**src/hw/rtl/event_queue_with_storm_guard_defines.svh**
```systemverilog
// assertion macros for the event queue
`ifndef EVENT_QUEUE_WITH_STORM_GUARD_DEFINES_SVH
`define EVENT_QUEUE_WITH_STORM_GUARD_DEFINES_SVH

`ifndef SYNTH

// same-cycle implication, sampled on clk, off while rst is high
`define EQSG_ASSERT_IMPL(label, ante, cons) \
  label: assert property (@(posedge clk) disable iff (rst) (ante) |-> (cons)) \
    else $error("event queue check failed");

// next-cycle implication, sampled on clk, off while rst is high
`define EQSG_ASSERT_NEXT(label, ante, cons) \
  label: assert property (@(posedge clk) disable iff (rst) (ante) |=> (cons)) \
    else $error("event queue check failed");

`else

`define EQSG_ASSERT_IMPL(label, ante, cons)
`define EQSG_ASSERT_NEXT(label, ante, cons)

`endif

`endif

```
**src/hw/rtl/eqsg_pkg.sv**
```systemverilog
`timescale 1ns / 1ps

package eqsg_pkg;

  localparam int QUEUE_DEPTH_DEF = 32;

  localparam int FUNC_W     = 2;
  localparam int BYTE_W     = 8;
  localparam int STATUS_W   = 3;
  localparam int OCC_W      = 5;
  localparam int TOTAL_W    = 32;
  localparam int TICK_W     = 8;
  localparam int CFG_IDX_W  = 1;
  localparam int CFG_DATA_W = 8;

  // operation codes; the spare code decodes as a tick
  localparam logic [FUNC_W-1:0] FUNC_PUSH = 2'd0;
  localparam logic [FUNC_W-1:0] FUNC_POP  = 2'd1;
  localparam logic [FUNC_W-1:0] FUNC_TICK = 2'd2;

  // configuration register indexes
  localparam logic [CFG_IDX_W-1:0] CFG_STORM_THRESHOLD = 1'd0;
  localparam logic [CFG_IDX_W-1:0] CFG_EVENTS_FROZEN   = 1'd1;

  localparam logic [TICK_W-1:0] STORM_THRESHOLD_RST = 8'd8;
  localparam logic [TICK_W-1:0] TICK_MAX            = 8'hFF;

  typedef enum logic [STATUS_W-1:0] {
    ST_PUSHED = 3'd0,
    ST_FROZEN = 3'd1,
    ST_STORM  = 3'd2,
    ST_FULL   = 3'd3,
    ST_POPPED = 3'd4,
    ST_EMPTY  = 3'd5,
    ST_TICK   = 3'd6
  } status_t;

endpackage

```
**src/hw/rtl/eqsg_cmd_if.sv**
```systemverilog
`timescale 1ns / 1ps

interface eqsg_cmd_if;
  import eqsg_pkg::*;

  logic              valid;
  logic              ready;
  logic [FUNC_W-1:0] func;
  logic [BYTE_W-1:0] event_byte;

  modport source (output valid, output func, output event_byte, input ready);
  modport sink   (input valid, input func, input event_byte, output ready);
endinterface

```
**src/hw/rtl/eqsg_result_if.sv**
```systemverilog
`timescale 1ns / 1ps

interface eqsg_result_if;
  import eqsg_pkg::*;

  logic                valid;
  logic                ready;
  logic [STATUS_W-1:0] status;
  logic [BYTE_W-1:0]   popped_byte;
  logic [OCC_W-1:0]    occupancy;
  logic [TOTAL_W-1:0]  dropped_total;
  logic [TOTAL_W-1:0]  storm_total;
  logic [TOTAL_W-1:0]  popped_total;

  modport source (
    output valid, output status, output popped_byte, output occupancy,
    output dropped_total, output storm_total, output popped_total,
    input ready
  );
  modport sink (
    input valid, input status, input popped_byte, input occupancy,
    input dropped_total, input storm_total, input popped_total,
    output ready
  );
endinterface

```
**src/hw/rtl/event_queue_with_storm_guard.sv**
```systemverilog
`timescale 1ns / 1ps
`include "event_queue_with_storm_guard_defines.svh"

// Byte event queue with a per-tick storm guard. Each cmd beat is a push, a pop
// or a tick (the spare func code acts as a tick) and yields exactly one result
// beat carrying a status, the popped byte (zero unless popped), the occupancy
// after the operation and three wrapping 32-bit totals. The ring holds at most
// QUEUE_DEPTH-1 events. A push is dropped when events_frozen is set, when the
// per-tick push count (raised first, saturating at 255) exceeds
// storm_threshold, or when the ring is full. Rate: one cmd beat per clock;
// its result is valid on the following cycle, from the result register and,
// for a pop, the registered read port of the ring memory. While a result
// beat is not taken, cmd.ready stays low. Configuration writes land on the
// edge where cfg_we is high and are meant for idle periods only. No clearing
// pass after reset: the ring is never read at an entry that was not written.
module event_queue_with_storm_guard #(
  parameter int QUEUE_DEPTH = eqsg_pkg::QUEUE_DEPTH_DEF
) (
  input  logic                             clk,
  input  logic                             rst,
  input  logic                             cfg_we,
  input  logic [eqsg_pkg::CFG_IDX_W-1:0]   cfg_index,
  input  logic [eqsg_pkg::CFG_DATA_W-1:0]  cfg_data,
  eqsg_cmd_if.sink                         cmd,
  eqsg_result_if.source                    result
);
  import eqsg_pkg::*;

  localparam int PTR_W = $clog2(QUEUE_DEPTH);
  localparam logic [PTR_W-1:0] LAST_SLOT = PTR_W'(QUEUE_DEPTH - 1);

  // ring pointers and per-tick count
  logic [PTR_W-1:0]   write_slot;
  logic [PTR_W-1:0]   read_slot;
  logic [TICK_W-1:0]  tick_pushes;
  // running totals; they change only on an accepted beat, so they also serve
  // as the payload of the pending result
  logic [TOTAL_W-1:0] drop_counter;
  logic [TOTAL_W-1:0] storm_counter;
  logic [TOTAL_W-1:0] pop_counter;
  // configuration
  logic [TICK_W-1:0]  storm_threshold;
  logic               events_frozen;
  // result register
  logic               res_valid;
  status_t            res_status;

  logic               cmd_fire;
  logic [PTR_W-1:0]   write_adv;
  logic [PTR_W-1:0]   read_adv;
  logic               ring_full;
  logic               ring_empty;
  logic [TICK_W-1:0]  tick_inc;

  logic [PTR_W-1:0]   write_slot_next;
  logic [PTR_W-1:0]   read_slot_next;
  logic [TICK_W-1:0]  tick_pushes_next;
  status_t            res_status_next;
  logic               drop_inc;
  logic               storm_inc;
  logic               pop_inc;
  logic               ram_we;
  logic               ram_re;
  logic [BYTE_W-1:0]  ram_rdata;
  logic [PTR_W:0]     occ_diff;

  // a new beat enters when the result register is free or being emptied
  assign cmd.ready = !res_valid || result.ready;
  assign cmd_fire  = cmd.valid && cmd.ready;

  assign write_adv  = (write_slot == LAST_SLOT) ? '0 : write_slot + 1'b1;
  assign read_adv   = (read_slot == LAST_SLOT) ? '0 : read_slot + 1'b1;
  assign ring_full  = (write_adv == read_slot);
  assign ring_empty = (write_slot == read_slot);
  // count is raised before the storm compare, saturating
  assign tick_inc   = (tick_pushes == TICK_MAX) ? tick_pushes : tick_pushes + 1'b1;

  always_comb begin
    write_slot_next  = write_slot;
    read_slot_next   = read_slot;
    tick_pushes_next = tick_pushes;
    res_status_next  = ST_TICK;
    drop_inc         = 1'b0;
    storm_inc        = 1'b0;
    pop_inc          = 1'b0;
    ram_we           = 1'b0;
    ram_re           = 1'b0;
    case (cmd.func)
      FUNC_PUSH: begin
        if (events_frozen) begin
          // frozen drop does not count toward the tick
          res_status_next = ST_FROZEN;
          drop_inc        = 1'b1;
        end else begin
          tick_pushes_next = tick_inc;
          if (tick_inc > storm_threshold) begin
            res_status_next = ST_STORM;
            drop_inc        = 1'b1;
            storm_inc       = 1'b1;
          end else if (ring_full) begin
            res_status_next = ST_FULL;
            drop_inc        = 1'b1;
          end else begin
            res_status_next = ST_PUSHED;
            ram_we          = 1'b1;
            write_slot_next = write_adv;
          end
        end
      end
      FUNC_POP: begin
        if (ring_empty) begin
          res_status_next = ST_EMPTY;
        end else begin
          // oldest byte comes out of the ram on the next cycle
          res_status_next = ST_POPPED;
          ram_re          = 1'b1;
          pop_inc         = 1'b1;
          read_slot_next  = read_adv;
        end
      end
      default: begin
        // tick, and the spare code that decodes as one
        tick_pushes_next = '0;
        res_status_next  = ST_TICK;
      end
    endcase
  end

  always_ff @(posedge clk) begin
    if (rst) begin
      write_slot      <= '0;
      read_slot       <= '0;
      tick_pushes     <= '0;
      drop_counter    <= '0;
      storm_counter   <= '0;
      pop_counter     <= '0;
      storm_threshold <= STORM_THRESHOLD_RST;
      events_frozen   <= 1'b0;
      res_valid       <= 1'b0;
      res_status      <= ST_TICK;
    end else begin
      if (cfg_we) begin
        case (cfg_index)
          CFG_STORM_THRESHOLD: storm_threshold <= cfg_data;
          CFG_EVENTS_FROZEN:   events_frozen   <= cfg_data[0];
          default: ;
        endcase
      end
      if (result.ready) begin
        res_valid <= 1'b0;
      end
      if (cmd_fire) begin
        res_valid     <= 1'b1;
        res_status    <= res_status_next;
        write_slot    <= write_slot_next;
        read_slot     <= read_slot_next;
        tick_pushes   <= tick_pushes_next;
        drop_counter  <= drop_counter + TOTAL_W'(drop_inc);
        storm_counter <= storm_counter + TOTAL_W'(storm_inc);
        pop_counter   <= pop_counter + TOTAL_W'(pop_inc);
      end
    end
  end

  // event ring: written on an accepted push, read on an accepted pop
  eqsg_ram #(
    .WIDTH (BYTE_W),
    .DEPTH (QUEUE_DEPTH)
  ) u_ring (
    .clk   (clk),
    .we    (cmd_fire && ram_we),
    .waddr (write_slot),
    .wdata (cmd.event_byte),
    .re    (cmd_fire && ram_re),
    .raddr (read_slot),
    .rdata (ram_rdata)
  );

  // occupancy from the pointers as they stand after the last beat
  always_comb begin
    occ_diff = {1'b0, write_slot} - {1'b0, read_slot};
    if (write_slot < read_slot) begin
      occ_diff = occ_diff + (PTR_W + 1)'(QUEUE_DEPTH);
    end
  end

  assign result.valid         = res_valid;
  assign result.status        = res_status;
  assign result.popped_byte   = (res_status == ST_POPPED) ? ram_rdata : '0;
  assign result.occupancy     = OCC_W'(occ_diff);
  assign result.dropped_total = drop_counter;
  assign result.storm_total   = storm_counter;
  assign result.popped_total  = pop_counter;

  // pointers stay inside the ring, also for depths that are not a power of two
  `EQSG_ASSERT_IMPL(a_slot_range, 1'b1, write_slot <= LAST_SLOT && read_slot <= LAST_SLOT)
  // every storm drop is also counted as a drop
  `EQSG_ASSERT_IMPL(a_storm_is_drop, !$past(rst) && $changed(storm_counter), $changed(drop_counter))
  // an accepted pop of a non-empty ring raises the pop total by one
  `EQSG_ASSERT_NEXT(a_pop_count, cmd_fire && pop_inc, pop_counter == $past(pop_counter) + 1'b1)

endmodule

```
**src/hw/rtl/eqsg_ram.sv**
```systemverilog
`timescale 1ns / 1ps

module eqsg_ram #(
  parameter int WIDTH = 8,
  parameter int DEPTH = 32
) (
  input  logic                     clk,
  input  logic                     we,
  input  logic [$clog2(DEPTH)-1:0] waddr,
  input  logic [WIDTH-1:0]         wdata,
  input  logic                     re,
  input  logic [$clog2(DEPTH)-1:0] raddr,
  output logic [WIDTH-1:0]         rdata
);

  logic [WIDTH-1:0] mem [DEPTH];

  // read data holds until the next read
  always_ff @(posedge clk) begin
    if (we) begin
      mem[waddr] <= wdata;
    end
    if (re) begin
      rdata <= mem[raddr];
    end
  end

endmodule
```
**src/flat_wrapper.sv**
```systemverilog
// flat-port wrapper written by rule: the top's interface ports become plain ports
module event_queue_with_storm_guard_flat import eqsg_pkg::*;
#(
  parameter int QUEUE_DEPTH = eqsg_pkg::QUEUE_DEPTH_DEF
)
  (clk, rst, cfg_we, cfg_index, cfg_data, cmd_valid, cmd_func, cmd_event_byte, cmd_ready, result_valid, result_status, result_popped_byte, result_occupancy, result_dropped_total, result_storm_total, result_popped_total, result_ready);
  eqsg_cmd_if cmd_i ();
  eqsg_result_if result_i ();
  input  logic clk;
  input  logic rst;
  input  logic cfg_we;
  input  logic [eqsg_pkg::CFG_IDX_W-1:0] cfg_index;
  input  logic [eqsg_pkg::CFG_DATA_W-1:0] cfg_data;
  input wire logic [$bits(cmd_i.valid)-1:0] cmd_valid;
  input wire logic [$bits(cmd_i.func)-1:0] cmd_func;
  input wire logic [$bits(cmd_i.event_byte)-1:0] cmd_event_byte;
  output wire logic [$bits(cmd_i.ready)-1:0] cmd_ready;
  output wire logic [$bits(result_i.valid)-1:0] result_valid;
  output wire logic [$bits(result_i.status)-1:0] result_status;
  output wire logic [$bits(result_i.popped_byte)-1:0] result_popped_byte;
  output wire logic [$bits(result_i.occupancy)-1:0] result_occupancy;
  output wire logic [$bits(result_i.dropped_total)-1:0] result_dropped_total;
  output wire logic [$bits(result_i.storm_total)-1:0] result_storm_total;
  output wire logic [$bits(result_i.popped_total)-1:0] result_popped_total;
  input wire logic [$bits(result_i.ready)-1:0] result_ready;
  assign cmd_i.valid = cmd_valid;
  assign cmd_i.func = cmd_func;
  assign cmd_i.event_byte = cmd_event_byte;
  assign cmd_ready = cmd_i.ready;
  assign result_valid = result_i.valid;
  assign result_status = result_i.status;
  assign result_popped_byte = result_i.popped_byte;
  assign result_occupancy = result_i.occupancy;
  assign result_dropped_total = result_i.dropped_total;
  assign result_storm_total = result_i.storm_total;
  assign result_popped_total = result_i.popped_total;
  assign result_i.ready = result_ready;
  event_queue_with_storm_guard #(.QUEUE_DEPTH(QUEUE_DEPTH)) u_core (.clk(clk), .rst(rst), .cfg_we(cfg_we), .cfg_index(cfg_index), .cfg_data(cfg_data), .cmd(cmd_i), .result(result_i));
endmodule
```
**config.mk**
```make
export PLATFORM = sky130hd
export DESIGN_NAME = event_queue_with_storm_guard_flat
export DESIGN_NICKNAME = d
export VERILOG_FILES = /design/src/hw/rtl/eqsg_pkg.sv /design/src/hw/rtl/eqsg_cmd_if.sv /design/src/hw/rtl/eqsg_result_if.sv /design/src/hw/rtl/event_queue_with_storm_guard.sv /design/src/hw/rtl/eqsg_ram.sv /design/src/flat_wrapper.sv
export VERILOG_INCLUDE_DIRS = /design/src /design/src/hw/rtl
export SDC_FILE = /design/constraint.sdc
export NUM_CORES = 1
export LEC_CHECK = 0
export ABC_AREA = 1
export ABC_CLOCK_PERIOD_IN_PS = 3700
export BUFFER_PORTS_ARGS = -buffer_cell sky130_fd_sc_hd__buf_4
export CORE_MARGIN = 3
export CORE_UTILIZATION = 35
export CTS_CLUSTER_DIAMETER = 40
export DETAILED_ROUTE_END_ITERATION = 10
export GPL_TIMING_DRIVEN = 0
export MAX_ROUTING_LAYER = met4
export PLACE_DENSITY_LB_ADDON = 0.08
export SLEW_MARGIN = 5
export SYNTH_ARGS = -nofsm -noshare
export SYNTH_HDL_FRONTEND = slang
export SYNTH_SLANG_ARGS = --single-unit
```
**constraint.sdc**
```tcl
create_clock -name clk -period 3.7 [get_ports clk]
set_input_delay 0.74 -clock clk [delete_from_list [all_inputs] [get_ports clk]]
set_output_delay 0.74 -clock clk [all_outputs]
set_load 0.005 [all_outputs]
```
# Word-level counts from Yosys, hierarchy flattened
# Memories as Yosys holds them, arrays and structs flattened. A register that Yosys moved wholly into a read port is not among the register bits.
# Cells that the tools add are included.
# op_classes
add_sub_neg	8
n_mul	0
div	0
n_lt_le_gt_ge	2
eq_ne	8
shifts	0
muxes	29
bitwise	6
n_reduce_logical	12
# op_table
op	count
$add A32 B1 Y32	3
$mux W8	3
$mux W1	18
$pmux W8 S2	1
$add A5 B1 Y5 const B	3
$mux W5	3
$eq A5 B5 Y1	2
$eq A5 B5 Y1 const B	2
$add A8 B1 Y8 const B	1
$eq A8 B8 Y1 const B	1
$gt A8 B8 Y1	1
$mux W3	2
$not A1 Y1	6
$pmux W3 S2	1
$reduce_and A3 Y1	2
$lt A5 B5 Y1	1
$reduce_and A5 Y1	1
$sub A5 B5 Y5	1
$reduce_and A2 Y1	2
$eq A3 B3 Y1 const B	1
$logic_and A1 B1 Y1	3
$eq A2 B1 Y1 const B	1
$logic_not A2 Y1	1
$mux W2	1
other kinds (4)	4
# totals
reg_bits	127
latch_bits	0
ram_bits	256
romBits	0
input_bits	24
output_inout_bits	114
word_cells	76
memories	1
# mem_list
name	depth	width	read_ports	rd_ports_with_merged_regs	write_ports	line	text
u_core.u_ring.mem	32	8	1	1	1	eqsg_ram.sv:16	logic [WIDTH-1:0] mem [DEPTH];

# Logic depth before layout (Yosys ltp)
# depth
depth_word	10
ltp_mapped	31
depth_no_buf	31

# Cells and area by module
# A second synthesis with hierarchy kept.
# hier_totals
hier_cells	2165
area_unflattened_um2	18574.1
# modules_own_cells
mod	instances	cells_per_inst	area_each_um2	seq_area_each_um2
eqsg_ram	1	922	10866.7	7927.6
event_queue_with_storm_guard	1	1243	7707.4	2542.4

# Worst setup path after synthesis
# No wires, ideal clock.
# synth_path
path_kind	reg-to-reg
startpoint	register u_core.tick_pushes[0]
endpoint	register u_core.storm_counter[30], in the netlist u_core.result.storm_total[30]
setup_ps	113
arrival_ps	3328
t_required_ps	3587
setup_slack_ps	260
stages_incl_launch_ff	31
n_path_buf	0
synth_period_minus_slack_ps	3440
cell_sequence	dfxtp_1 > ha_1 > nand2_1 > nor3_2 > and2_1 > nand2_2 > xor2_1 > inv_1 > ha_1 > inv_1 > nand2_1 > nand2_1 > nand2_1 > nand2_1 > nand2_1 > nand2_1 > o21ai_1 > nor3_1 > ha_1 > ha_1 > nand2_1 > nor2_4 > nand2_2 > nor2_4 > nand2_2 > nor2_2 > nand2_1 > nor2_2 > nand2_1 > nand2_1 > nor2_1
# synth_via
elab_chain_cells	7
elab_cells_between_ends	8
classes_between	add/sub (2); order compare (1); eq/ne (1); mux (4)
# synth_lines
element	line	text
from (decl)	event_queue_with_storm_guard.sv:35	logic [TICK_W-1:0] tick_pushes;
from (signal assigned)	event_queue_with_storm_guard.sv:157	tick_pushes <= tick_pushes_next;
$add A8 B1 Y8 or $eq A8 B8 Y1 (tied branches)	event_queue_with_storm_guard.sv:76	assign tick_inc = (tick_pushes == TICK_MAX) ? tick_pushes : tick_pushes + 1'b1;
$mux W8 *	event_queue_with_storm_guard.sv:76	
$gt A8 B8 Y1 *	event_queue_with_storm_guard.sv:96	if (tick_inc > storm_threshold) begin
$mux W1 *	event_queue_with_storm_guard.sv:96	
$mux W1 *	event_queue_with_storm_guard.sv:90	if (events_frozen) begin
$mux W1 *	event_queue_with_storm_guard.sv:88	case (cmd.func)
$add A32 B1 Y32 *	event_queue_with_storm_guard.sv:159	storm_counter <= storm_counter + TOTAL_W'(storm_inc);
to (signal assigned)	event_queue_with_storm_guard.sv:159	
to (decl)	event_queue_with_storm_guard.sv:39	logic [TOTAL_W-1:0] storm_counter;
# Every way passes the cells marked *; elsewhere a longest branch is shown, timed or not.
# A chain may end at the register's enable or synchronous reset.

# Worst setup path after layout
# layout_path
startpoint	register u_core.tick_pushes[1]
endpoint	register u_core.res_status[1], in the netlist u_core.result.status[1]
# layout_via
elab_chain_cells	6
elab_cells_between_ends	7
classes_between	add/sub (1); order compare (1); eq/ne (1); mux (4)
# layout_lines
element	line	text
$add A8 B1 Y8 or $eq A8 B8 Y1 (tied branches)	event_queue_with_storm_guard.sv:76	
$mux W8 *	event_queue_with_storm_guard.sv:76	
$gt A8 B8 Y1 *	event_queue_with_storm_guard.sv:96	
$mux W3 *	event_queue_with_storm_guard.sv:96	
$mux W3 *	event_queue_with_storm_guard.sv:90	
$pmux W3 S2 *	event_queue_with_storm_guard.sv:88	
to (signal assigned)	event_queue_with_storm_guard.sv:154	res_status <= res_status_next;
to (decl)	event_queue_with_storm_guard.sv:46	status_t res_status;
# Marks and branches as above.

==> results.txt <==
- Areal power density over the cells: about 540 nW/um2
- Post-Synthesis Cells: ~1900
- For this run, global-route usage on met3 was measured as 0.0464.
- Synthesis Warnings: 0
* Routed wire length: between 50 and 60 mm
- Initial DRC count: about 1100
* Total Power Consumption: 12.5 mW
- Worst slack at placement: -0.659 ns
- In this run the deepest clock path goes through 3 buffers.
* Setup ws final: roughly 0.072 ns
* FILL cells: 4711
* Post-synthesis sequential area ratio: 0.591
* Diode insertion count for antenna repair: 0
* Mapped Area: 17700 um2
* Outcome: finished clean
- Antenna violations before repair: 0
* Number of search-and-repair iterations in the first detailed-routing pass: 5
- Registers take 10500 um2.
- IR analysis of the VDD net gives a maximum drop of just under 0.5 mV.
- Arr. time, crit path: between 4 and 5 ns
- The worst setup path is launched from a flip-flop.
- Async set or reset register ratio after synthesis: 0
- Average instance area after synthesis: about 9.5 um2
- Number of buffers added by the clock tree synthesis step: between 70 and 80
- CTS tree: yes
- The worst pin sits at a relative slew slack of 0.362.
- For the worst setup path, the data required time is 4.17 ns.
- Number of global-route vias before repair: approximately 14000
- Final hold vios: 0
- Fraction of power spent switching nets: 0.223
- After global routing, the most crowded layer is met2.
* Core outline area: 49500 um2
- For this design the static power due to leakage is 8.62 nW.
- Met1 GRT Util: 0.282
- After detailed routing, the average wire length per cell comes to approximately 21 um.
- In the global route stage, overall resource usage came out at 0.222.
- By startpoint and endpoint, the worst setup path is classified as flip-flop to flip-flop.
* Number of pins with negative max-slew slack in the final report: 0
- In the routed layout, each cell is associated on average with a via count of 5.04.
- From left edge to right edge, the die measures roughly 230 um.
- Of the post-synthesis cell area, the dominant cell type holds 0.448.
- In the finished design, the share of the clock period the worst path needs comes to 0.981.
- Global placement routability congestion: between 0.8 and 0.9
- Number of H-tree levels: 3
- Maximum net fanout on the critical path: 6
* Distinct cells, synth: 54
* Hold buffers post-CTS: 0
- The routed layout has between 10000 and 15000 vias.
* CTS Root Cell: sky130_fd_sc_hd__clkbuf_16
- Multi-input logic area: approximately 6800 um2
- For the pin with the worst max-slew slack, the measured transition is approximately 0.96 ns.
- Comb pwr share: 0.045
- Endpoints failing setup: 0
* Sw power: roughly 2.8 mW
- Internal power comes to 9.73 mW.
- Number of sinks on the clock net: between 300 and 400
* Layout Skew: 0.0311 ns
- Across the run, the number of max-cap violations was 0.
- Total DRC errors in the routed layout: 0
- Clk pwr share: 0.578
- Setup repair after global routing missed its margin: yes
- During I/O placement, the number of pins put on the boundary was 138.
- Met2 layer usage reported by global route: 0.354
- In this run the core area contains slightly above 80 standard-cell rows.
* DIE AREA: 53300 um2
* Worst hold-check path type: input port to flip-flop
- After clock tree synthesis, the clock-pin slew on the worst setup and hold paths is about 0.05 ns.
- Net count, final: between 2000 and 2500
- Of the cells placed in the final design, the portion with a size suffix greater than 1 is 0.223.
- After synthesis the netlist holds a flip-flop and latch count of approximately 390.
- Static timing analysis puts the maximum clock frequency at approximately 280 MHz.
- Cell types with the largest area share after synthesis: sky130_fd_sc_hd__edfxtp_1 (45%), sky130_fd_sc_hd__dfxtp_1 (14%), sky130_fd_sc_hd__nand2_1 (7.6%), sky130_fd_sc_hd__nor2_1 (5.1%), sky130_fd_sc_hd__o21ai_0 (3.4%)
* Overall overflow remaining after global route: 0
- The initial utilization of the core area, before any placement, comes to 0.358.
- The first global-routing pass estimated just under 90 mm of wire.
- The floorplan step set the die height to 231 um.
- When the netlist entered floorplanning its net count stood at roughly 1900.
- Buffers placed on the I/O ports in this run total around 140.
- Clock insertion delay at the later pin of the skew report: about 0.6 ns
- Post-route ant nets: 0
- In this run, synthesis inferred approximately 260 flip-flops with an integrated enable.
* Hpwl dp: approximately 40 mm
* Type of element capturing the critical path: flip-flop
* Pin count of the biggest net entering global routing: 33
- Dominant synthesized flop cell: sky130_fd_sc_hd__edfxtp_1
* Sequential power share: 0.377
- Relative to the synthesized area, the layout overhead comes to 30.6%.
* Largest area contributor in the netlist: sky130_fd_sc_hd__edfxtp_1
- The routed design could run at a clock period as short as around 3.6 ns.
[repair_timing]
action                                  4_1_cts  5_1_grt
endpoints found under the setup margin      317      319
pin swaps                                    12       40
gates resized for setup                      43       93
setup buffers                                20       24
[power by group through the flow]
stage | clock (mW) | sequential, mW | combinational, mW
detailed placement | 0 | 4.80 | 0.517
global route | 7.56 | 4.72 | 0.612
finish | 7.24 | 4.72 | 0.562
floorplan | 0 | 4.79 | 0.249
global placement | 0 | 4.80 | 0.512
CTS | 7.34 | 4.72 | 0.548
[metal layers]
layer | vias to the layer above | share of wire | wire (um)
met4 | 0 | 0.030 | 1750
met5 | - | 0 | 0
met3 | 111 | 0.059 | 3410
met1 | 6816 | 0.45 | 26000
met2 | 442 | 0.47 | 27100
li1 | 6949 | - | -
[cell usage after synthesis (all sizes together) (6+ instances only)]
library cell,number
clkbuf,39
xor2,21
nand4,45
a211oi,6
edfxtp,264
a211o,10
o211ai,10
dfxtp,127
nor2,267
o221ai,24
nor3b,7
nand3,112
ha,26
nand2,372
inv,163
o21ai,125
a21oi,116
xnor2,10
nor3,47
buf,33
nand3b,9
[state kept, by name, summed over array words and instances, names as in the netlist, 5 cells and up]
signal and count:
u_core.result.dropped_total 32, u_core.u_ring.mem 256, u_core.read_slot 5, u_core.u_ring.rdata 8, u_core.result.popped_total 32, u_core.storm_threshold 8
u_core.tick_pushes 8, u_core.write_slot 5, u_core.result.storm_total 32
[stage by stage]
stage          setup TNS (ns)  utilization  hold slack [ns]  std cells  area (um2)
2_1_floorplan               0            -            0.435       1856       17700
3_3_place_gp           -50.30        0.396            0.453       2657       19600
3_5_place_dp           -63.50        0.396            0.459       2657       19600
4_1_cts                     0        0.457            0.358       2818       22600
5_1_grt                 -1.30        0.467            0.359       2840       23100
6_report                    0        0.467            0.386       2840       23100
[placed cells by master, fill, tap and decap left out, types with 7 or more instances in the layout]
cell / instances
sky130_fd_sc_hd__inv_2: 13
sky130_fd_sc_hd__a21oi_1: 114
sky130_fd_sc_hd__nand3_1: 99
sky130_fd_sc_hd__a211o_1: 10
sky130_fd_sc_hd__clkinvlp_4: 9
sky130_fd_sc_hd__o21ai_0: 115
sky130_fd_sc_hd__clkinv_4: 7
sky130_fd_sc_hd__bufinv_16: 10
sky130_fd_sc_hd__clkbuf_16: 81
sky130_fd_sc_hd__buf_2: 21
sky130_fd_sc_hd__nand2_1: 345
sky130_fd_sc_hd__nor3_1: 37
sky130_fd_sc_hd__clkbuf_8: 8
sky130_fd_sc_hd__buf_4: 180
sky130_fd_sc_hd__nor2_1: 210
sky130_fd_sc_hd__nand3b_1: 9
sky130_fd_sc_hd__xnor2_1: 9
sky130_fd_sc_hd__clkbuf_1: 51
sky130_fd_sc_hd__o221ai_1: 24
sky130_fd_sc_hd__nand2_4: 12
sky130_fd_sc_hd__nor2_4: 17
sky130_fd_sc_hd__ha_1: 16
sky130_fd_sc_hd__ha_4: 7
sky130_fd_sc_hd__nand4_1: 43
sky130_fd_sc_hd__nor2_2: 40
sky130_fd_sc_hd__nand2_2: 13
sky130_fd_sc_hd__dfxtp_1: 125
sky130_fd_sc_hd__xor2_1: 20
sky130_fd_sc_hd__inv_1: 148
sky130_fd_sc_hd__nand3_2: 8
sky130_fd_sc_hd__o211ai_1: 10
sky130_fd_sc_hd__edfxtp_1: 264
[critical path, stage by stage (launching register included)]
cell                      delay [ns]
sky130_fd_sc_hd__dfxtp_4        0.37
sky130_fd_sc_hd__ha_4           0.16
sky130_fd_sc_hd__nand2_4        0.06
sky130_fd_sc_hd__nor3_4         0.17
sky130_fd_sc_hd__and2_4         0.20
sky130_fd_sc_hd__nand2_8        0.07
sky130_fd_sc_hd__nand2_4        0.07
sky130_fd_sc_hd__nor2_4         0.03
sky130_fd_sc_hd__nor2_2         0.13
sky130_fd_sc_hd__ha_1           0.25
sky130_fd_sc_hd__a21oi_1        0.12
sky130_fd_sc_hd__nor2_1         0.06
sky130_fd_sc_hd__nor2_2         0.13
sky130_fd_sc_hd__nand2_2        0.08
sky130_fd_sc_hd__o21ai_4        0.12
sky130_fd_sc_hd__nand2_2        0.13
sky130_fd_sc_hd__buf_4          0.15
sky130_fd_sc_hd__buf_6          0.10
sky130_fd_sc_hd__buf_4          0.11
sky130_fd_sc_hd__buf_4          0.12
sky130_fd_sc_hd__buf_4          0.12
sky130_fd_sc_hd__buf_4          0.12
sky130_fd_sc_hd__buf_4          0.12
sky130_fd_sc_hd__buf_4          0.12
sky130_fd_sc_hd__buf_4          0.12
sky130_fd_sc_hd__buf_4          0.13
sky130_fd_sc_hd__o21ai_2        0.12
sky130_fd_sc_hd__nand2_1        0.05
[final timing paths]
| check | start | endpoint | slack, ns | cells after the start |
|---|---|---|---|---|
| worst min-delay path | cfg_data[0] | u_core.storm_threshold[0] | 0.39 | 3 |
| worst min register to register | u_core.result.popped_total[31] | u_core.result.popped_total[31] | 0.46 | 2 |
| worst max register to register | u_core.tick_pushes[1] | u_core.result.status[1] | 0.07 | 27 |
| worst max-delay path | u_core.tick_pushes[1] | u_core.result.status[1] | 0.07 | 27 |
[logic make-up after synthesis]
group	count (synthesis)	synth area share
simple gates	869	0.224
fa+ha+maj	27	0.0195
flops	391	0.591
xor+xnor	31	0.0158
buf+inv	237	0.0533
compound gates	301	0.0964
[area by class of cell]
cell class | count | area share
tap | 664 | 0.0359
sequential | 391 | 0.453
clock inverter | 39 | 0.0229
clock buffer | 102 | 0.0945
inverter | 165 | 0.0273
multi-input combinational | 1228 | 0.293
buffer | 71 | 0.0140
timing repair buffer | 180 | 0.0593
No activity file was read; power rests on OpenSTA's default activity.
